`config.mk`:
```
export PLATFORM = sky130hd
export DESIGN_NAME = colorblind_color_transform_unit
export DESIGN_NICKNAME = d
export VERILOG_FILES = /design/src/rtl/core/cbct_pkg.sv /design/src/rtl/core/cbct_dot3.sv /design/src/rtl/core/colorblind_color_transform_unit.sv
export SDC_FILE = /design/constraint.sdc
export NUM_CORES = 2
export LEC_CHECK = 0
export ABC_CLOCK_PERIOD_IN_PS = 7300
export BUFFER_PORTS_ARGS = -buffer_cell sky130_fd_sc_hd__buf_2
export CORE_UTILIZATION = 25
export DETAILED_ROUTE_END_ITERATION = 8
export MAX_ROUTING_LAYER = met4
export PLACE_DENSITY = 0.37
export SYNTH_ARGS = -nofsm -noshare
export SYNTH_HDL_FRONTEND = slang
export SYNTH_SLANG_ARGS = --single-unit
```
`constraint.sdc`:
```
create_clock -name clk -period 7.3 [get_ports clk]
set_input_delay 1.46 -clock clk [delete_from_list [all_inputs] [get_ports clk]]
set_output_delay 1.46 -clock clk [all_outputs]
set_load 0.02 [all_outputs]
```
`src/rtl/core/cbct_pkg.sv`:
```
package cbct_pkg;

  // Decimal coefficients are held as integers scaled by 10^8
  localparam longint DecScale = 64'sd100000000;

  // Select sums, one coefficient per channel (R, G, B)
  localparam longint SelFirst [3] = '{64'sd999000, 64'sd6647390, 64'sd73170000};
  localparam longint SelSecond [3] = '{64'sd15338400, 64'sd31662400, 64'sd5713400};

  // Transform matrices, row-major, three coefficients per output channel
  localparam longint MatFirst [9] = '{
    64'sd42633100, 64'sd87510200, 64'sd8012710,
    64'sd28110000, 64'sd57119500, -64'sd3926270,
    -64'sd1770520, 64'sd2700840, 64'sd100247000
  };

  localparam longint MatSecond [9] = '{
    64'sd75810000, 64'sd145387000, -64'sd148060000,
    64'sd11853200, 64'sd28759500, 64'sd72550100,
    -64'sd746579, 64'sd4487110, 64'sd95430300
  };

  // Number of color channels
  localparam int NumCh = 3;

  // Scaled decimal to signed fixed point with frac fraction bits,
  // rounded to nearest with ties away from zero
  function automatic longint to_fixed(input longint m, input int frac);
    logic   neg;
    longint mag;
    longint num;
    longint q;
    neg = (m < 0);
    mag = neg ? -m : m;
    num = (mag <<< frac) + (DecScale / 2);
    q   = num / DecScale;
    return neg ? -q : q;
  endfunction

endpackage

```
`src/rtl/core/cbct_dot3.sv`:
```
// Three-term dot product of signed coefficients and 8-bit unsigned channels.
// Two register stages: products, then their sum.
module cbct_dot3 #(
  parameter int CW = 18,
  parameter int SW = 28
) (
  input  logic                 clk,
  input  logic signed [CW-1:0] coef [cbct_pkg::NumCh],
  input  logic        [7:0]    ch   [cbct_pkg::NumCh],
  output logic signed [SW-1:0] sum
);

  localparam int PW = CW + 9;

  logic signed [PW-1:0] prod [cbct_pkg::NumCh];

  // Product stage, both operands sign-extended to the full product width
  always_ff @(posedge clk) begin
    for (int i = 0; i < cbct_pkg::NumCh; i++) begin
      prod[i] <= PW'(coef[i]) * PW'($signed({1'b0, ch[i]}));
    end
  end

  // Sum stage
  always_ff @(posedge clk) begin
    sum <= SW'(prod[0]) + SW'(prod[1]) + SW'(prod[2]);
  end

endmodule

```
`src/rtl/core/colorblind_color_transform_unit.sv`:
```
// Colorblind color transform: maps one 8-bit RGB color to its simulated
// dichromat appearance by one of two fixed 3x3 matrices.
//
// Input: drive red_in, green_in, blue_in and raise start. A color transfers
// at every rising edge where start is high and busy is low. busy stays low,
// so a new color may enter on every clock.
//
// Output: done is high for exactly one cycle with red_out, green_out,
// blue_out and matrix_select. Throughput is one color per clock; the
// pipeline has five register stages: select products, select sums, matrix
// products (coefficients chosen by the select compare), matrix sums, and
// round/clamp into the output registers.
//
// The receiver has no way to stall; results are shown once and in order.
// Reset (rst, synchronous) clears the valid bits, dropping colors in flight;
// done stays low until new colors have passed through the pipeline.
module colorblind_color_transform_unit #(
  parameter int COEF_FRAC_BITS = 16
) (
  input  logic       clk,
  input  logic       rst,
  input  logic       start,
  output logic       busy,
  input  logic [7:0] red_in,
  input  logic [7:0] green_in,
  input  logic [7:0] blue_in,
  output logic       done,
  output logic [7:0] red_out,
  output logic [7:0] green_out,
  output logic [7:0] blue_out,
  output logic       matrix_select
);

  // Coefficients stay below 2.0 in magnitude
  localparam int CW = COEF_FRAC_BITS + 2;
  // Sums of three products with headroom for the rounding offset
  localparam int SW = COEF_FRAC_BITS + 12;
  localparam logic signed [SW-1:0] Half = SW'(1) <<< (COEF_FRAC_BITS - 1);

  logic [5:1] valid;

  logic [7:0] ch_in [cbct_pkg::NumCh];
  logic [7:0] ch1   [cbct_pkg::NumCh];
  logic [7:0] ch2   [cbct_pkg::NumCh];

  logic signed [CW-1:0] k_sel_a [cbct_pkg::NumCh];
  logic signed [CW-1:0] k_sel_b [cbct_pkg::NumCh];
  logic signed [CW-1:0] k_mat [cbct_pkg::NumCh][cbct_pkg::NumCh];

  logic signed [SW-1:0] sum_a;
  logic signed [SW-1:0] sum_b;
  logic signed [SW-1:0] mat_sum [cbct_pkg::NumCh];

  logic       sel;
  logic       sel3;
  logic       sel4;
  logic [7:0] ch_clamped [cbct_pkg::NumCh];
  logic [7:0] out_ch     [cbct_pkg::NumCh];

  assign busy  = 1'b0;
  assign ch_in = '{red_in, green_in, blue_in};

  // Valid bits travel alongside the data
  always_ff @(posedge clk) begin
    if (rst) begin
      valid <= '0;
    end else begin
      valid <= {valid[4:1], start & ~busy};
    end
  end

  // Channel delay line, aligned with the select sums
  always_ff @(posedge clk) begin
    ch1 <= ch_in;
    ch2 <= ch1;
  end

  // Select coefficients (folded to constants)
  always_comb begin
    for (int i = 0; i < cbct_pkg::NumCh; i++) begin
      k_sel_a[i] = CW'(cbct_pkg::to_fixed(cbct_pkg::SelFirst[i], COEF_FRAC_BITS));
      k_sel_b[i] = CW'(cbct_pkg::to_fixed(cbct_pkg::SelSecond[i], COEF_FRAC_BITS));
    end
  end

  cbct_dot3 #(.CW(CW), .SW(SW)) u_sel_a (
    .clk  (clk),
    .coef (k_sel_a),
    .ch   (ch_in),
    .sum  (sum_a)
  );

  cbct_dot3 #(.CW(CW), .SW(SW)) u_sel_b (
    .clk  (clk),
    .coef (k_sel_b),
    .ch   (ch_in),
    .sum  (sum_b)
  );

  // Matrix choice: first matrix only when the first sum is strictly below
  assign sel = ~(sum_a < sum_b);

  always_comb begin
    for (int r = 0; r < cbct_pkg::NumCh; r++) begin
      for (int i = 0; i < cbct_pkg::NumCh; i++) begin
        k_mat[r][i] = sel
          ? CW'(cbct_pkg::to_fixed(cbct_pkg::MatSecond[3*r+i], COEF_FRAC_BITS))
          : CW'(cbct_pkg::to_fixed(cbct_pkg::MatFirst[3*r+i], COEF_FRAC_BITS));
      end
    end
  end

  for (genvar r = 0; r < cbct_pkg::NumCh; r++) begin : g_row
    cbct_dot3 #(.CW(CW), .SW(SW)) u_row (
      .clk  (clk),
      .coef (k_mat[r]),
      .ch   (ch2),
      .sum  (mat_sum[r])
    );
  end

  // Select flag follows the matrix products and sums
  always_ff @(posedge clk) begin
    sel3 <= sel;
    sel4 <= sel3;
  end

  // Round half up, then clamp to 0..255
  always_comb begin
    logic signed [SW-1:0] t;
    logic signed [SW-1:0] v;
    for (int r = 0; r < cbct_pkg::NumCh; r++) begin
      t = mat_sum[r] + Half;
      v = t >>> COEF_FRAC_BITS;
      if (t[SW-1]) begin
        ch_clamped[r] = 8'd0;
      end else if (|v[SW-1:8]) begin
        ch_clamped[r] = 8'hFF;
      end else begin
        ch_clamped[r] = v[7:0];
      end
    end
  end

  // Output registers
  always_ff @(posedge clk) begin
    out_ch        <= ch_clamped;
    matrix_select <= sel4;
  end

  assign done      = valid[5];
  assign red_out   = out_ch[0];
  assign green_out = out_ch[1];
  assign blue_out  = out_ch[2];

  // Every accepted color produces a done strobe
  a_latency: assert property (@(posedge clk) disable iff (rst)
    (start && !busy) |-> ##5 done)
    else $error("accepted color did not produce a result after five cycles");

  // No result strobe without an earlier accepted color
  a_no_phantom: assert property (@(posedge clk) disable iff (rst)
    done |-> $past(start && !busy, 5))
    else $error("result strobe without a matching accepted color");

  // Reported matrix matches the select compare made for the same color
  a_select_track: assert property (@(posedge clk) disable iff (rst)
    done |-> (matrix_select == $past(!(sum_a < sum_b), 3)))
    else $error("matrix_select out of step with the select compare");

endmodule

```
==> results.json <==
{
  "final-setup-viol-count": 0,
  "die_height_microns": 449,
  "drt-initial-drc-count": 1307,
  "finalWorstPathRequiredPeriod_ns": 6.96,
  "die_width_microns": 449,
  "start_util_pct": 25.2,
  "clock_tree_from_tritoncts": "built",
  "buffer_ports.inserted": 52,
  "simple_gate_area_share_of_the_yosys_netlist_pct": 7.11,
  "grt_max_degree": 54,
  "xor_xnor_fraction_of_synth_area_pct": 5.71,
  "avgRoutedWirePerCell_microns": 17.9,
  "ys_ff_latch": 476,
  "grt_first_pass_wirelength_microns": 219000,
  "max_cap_viol_count": 0,
  "dp.cells": 7828,
  "numCtsBuffers": 60,
  "floorplan.die_area_sq_mm": 0.201,
  "worst_setup_path_start_kind": "flop",
  "core_area_sq_mm": 0.198,
  "final_nets": 6874,
  "ys_top_cells_by_area": "sky130_fd_sc_hd__fa_1, sky130_fd_sc_hd__ha_1, sky130_fd_sc_hd__dfxtp_1, sky130_fd_sc_hd__inv_1, sky130_fd_sc_hd__xnor2_1",
  "sequential_cell_area_fraction_in_the_yosys_report_pct": 19.1,
  "synth-edff-count": 0,
  "synth.most_common_cell": "sky130_fd_sc_hd__inv_1",
  "synth_compound_gate_area_share_pct": 9.45,
  "cts-root-to-sink-buffers": 3,
  "timing.clock.skew_ns": 0.0463,
  "portion_of_the_clock_cycle_consumed_by_the_worst_path_in_the_final_layout_pct": 95.3,
  "final_layout_size_suffix_gt1_share_pct": 6.50,
  "asyncSetResetFlopFracSynth_pct": 0,
  "design.portCount": 54,
  "areaGrowthSynthToFinish_pct": 14.0,
  "clk_sinks": 476,
  "postSynthAreaPerCell_sq_um": 9.99,
  "maxClockFrequency_mhz": 144,
  "avgViaCountPerCell": 4.15,
  "yosys-top-cells-count": "sky130_fd_sc_hd__inv_1, sky130_fd_sc_hd__ha_1, sky130_fd_sc_hd__fa_1, sky130_fd_sc_hd__dfxtp_1, sky130_fd_sc_hd__xnor2_1",
  "postRouteAntennaNets": 0,
  "clkTransAtPathRegs_ns": 0.06,
  "end_kind": "flop",
  "firstDrtPassIters": 5,
  "syn-cell-area_sq_mm": 0.0499,
  "crit_fanout": 7,
  "clk_latency_ns": 0.70,
  "slew_violations": 0,
  "drc": 0,
  "postSynth.topFlopCell": "sky130_fd_sc_hd__dfxtp_1",
  "final-instance-count-excl-fill": 7955,
  "first_global_vias": 36000,
  "synth_top_area_share_pct": 26.7,
  "total_overflow_reported_by_the_global_router": 0,
  "row_count": 163,
  "grtUsageTotal_pct": 14.7,
  "yosysTopAreaCell": "sky130_fd_sc_hd__fa_1",
  "worst_ep_arrival_time_ns": 7.56,
  "final-hold-violation-count": 0,
  "slew_headroom_pct": 38.6,
  "worst_pin_slew_ns": 0.914,
  "dr_total_vias": 33000,
  "hold_path.class": "reg -> reg",
  "synth_top_family_by_area": "adder cells",
  "final_wl_microns": 142000,
  "synth_cell_types": 82,
  "synth.yosys.warnings": 0,
  "gpl.final_weighted_congestion": 0.846,
  "antenna_violations_before_repair": 5,
  "type_of_the_setup_path_with_the_least_slack": "reg -> reg",
  "required_ns": 7.90,
  "synth_instances": 4990,
  "outcome": "finished, final reports clean",
  "post_synth_fa_ha_maj_area_fraction_pct": 49.9,
  "synth.area.mux_share_pct": 0.0602,
  "ctsRootBufferMaster": "sky130_fd_sc_hd__clkbuf_16",
  "cts.htree.levels": 2,
  "place.detailed.hpwl_microns": 121000
}
worst max-delay path, cell delays in order, from the launching register on:
cell	delay [ns]
sky130_fd_sc_hd__dfxtp_1	0.33
sky130_fd_sc_hd__inv_1	0.04
sky130_fd_sc_hd__ha_1	0.28
sky130_fd_sc_hd__nand4_1	0.13
sky130_fd_sc_hd__or4_1	0.57
sky130_fd_sc_hd__a21oi_2	0.13
sky130_fd_sc_hd__o21ai_1	0.10
sky130_fd_sc_hd__a211oi_4	0.21
sky130_fd_sc_hd__buf_6	0.19
sky130_fd_sc_hd__clkbuf_16	0.20
sky130_fd_sc_hd__nand2_1	0.10
sky130_fd_sc_hd__fa_1	0.55
sky130_fd_sc_hd__inv_1	0.09
sky130_fd_sc_hd__fa_1	0.48
sky130_fd_sc_hd__fa_1	0.56
sky130_fd_sc_hd__inv_1	0.06
sky130_fd_sc_hd__fa_1	0.53
sky130_fd_sc_hd__inv_1	0.04
sky130_fd_sc_hd__ha_1	0.33
sky130_fd_sc_hd__o21a_1	0.20
sky130_fd_sc_hd__o21a_1	0.17
sky130_fd_sc_hd__and3_1	0.17
sky130_fd_sc_hd__a221o_1	0.35
sky130_fd_sc_hd__o311ai_4	0.37
sky130_fd_sc_hd__o211ai_2	0.15
sky130_fd_sc_hd__a31o_1	0.22
sky130_fd_sc_hd__a21oi_1	0.16
sky130_fd_sc_hd__xnor2_1	0.13
routing by layer:
layer,GRT usage (%),routed length (microns),up-vias
met5,-,0,-
met4,3.82,3760,0
met3,1.77,4120,127
met2,23.9,66800,360
met1,19.2,67500,16000
li1,-,-,16600
final cells by class:
cell class,count,area [sq um]
timing repair buffer,181,1310
antenna,6,15.0
clock inverter,37,567
fill,20900,141000
multi-input combinational,3422,36300
clock buffer,75,1630
tap,2640,3300
sequential,476,9530
inverter,1118,4200
kinds of logic (layout without fill, tap and decap cells):
group	after synthesis	count (layout)
AO/OA/AOI/OAI	716	716
XOR/XNOR	325	325
adder cells (fa/ha/maj)	1588	1588
buffers and inverters	1145	1411
flip-flops	476	476
multiplexers	3	3
other	2	61
AND/OR/NAND/NOR	735	735
state kept, by name (all words and copies together) (netlist names), 23 cells and up:
register          cells
u_sel_a.sum          24
u_sel_b.sum          23
ch2                  23
ch1                  24
g_row.u_row.sum      39
u_sel_b.prod         50
u_sel_a.prod         50
g_row.u_row.prod    211
cell usage in the layout (no fill, tap or decap), types with 63 or more instances in the layout:
master	n
sky130_fd_sc_hd__inv_1	1113
sky130_fd_sc_hd__ha_1	922
sky130_fd_sc_hd__fa_1	665
sky130_fd_sc_hd__dfxtp_1	476
sky130_fd_sc_hd__xnor2_1	250
sky130_fd_sc_hd__a21oi_1	237
sky130_fd_sc_hd__nor2_1	221
sky130_fd_sc_hd__nand2_1	159
sky130_fd_sc_hd__buf_4	121
sky130_fd_sc_hd__a21o_1	106
sky130_fd_sc_hd__o21ai_0	95
sky130_fd_sc_hd__xor2_1	75
sky130_fd_sc_hd__nand3_1	63
path summary, 6_finish.rpt:
| kind | from | end | slack [ns] | depth (start not counted) |
|---|---|---|---|---|
| worst min-delay path | ch1[4] | ch2[4] | 0.32 | 0 |
| worst max-delay path | u_sel_b.sum[14] | g_row[1].u_row.prod[0][79] | 0.34 | 27 |
| worst min register to register | ch1[4] | ch2[4] | 0.32 | 0 |
| worst max register to register | u_sel_b.sum[14] | g_row[1].u_row.prod[0][79] | 0.34 | 27 |
stage by stage:
step	hold WS (ns)	instance area [sq um]	setup slack, ns	TNS, ns	util, %
3_5_place_dp	0.312	54400	0.169	0	27.5
3_3_place_gp	0.315	54400	0.208	0	27.5
6_report	0.322	56800	0.342	0	28.8
5_1_grt	0.323	56800	-0.0192	-0.0284	28.8
2_1_floorplan	0.310	50100	0.820	0	-
4_1_cts	0.324	56600	0.0977	0	28.7
what timing repair did:
item,in CTS,in global routing
setup buffers,0,5
resized for setup,0,23
setup endpoints to repair,0,30
hold buffers,0,0
hold endpoints to repair,0,0
Power is left out: the tool's default activity adds up to more than one toggle a clock period on the data nets, which glitch-free logic cannot reach.
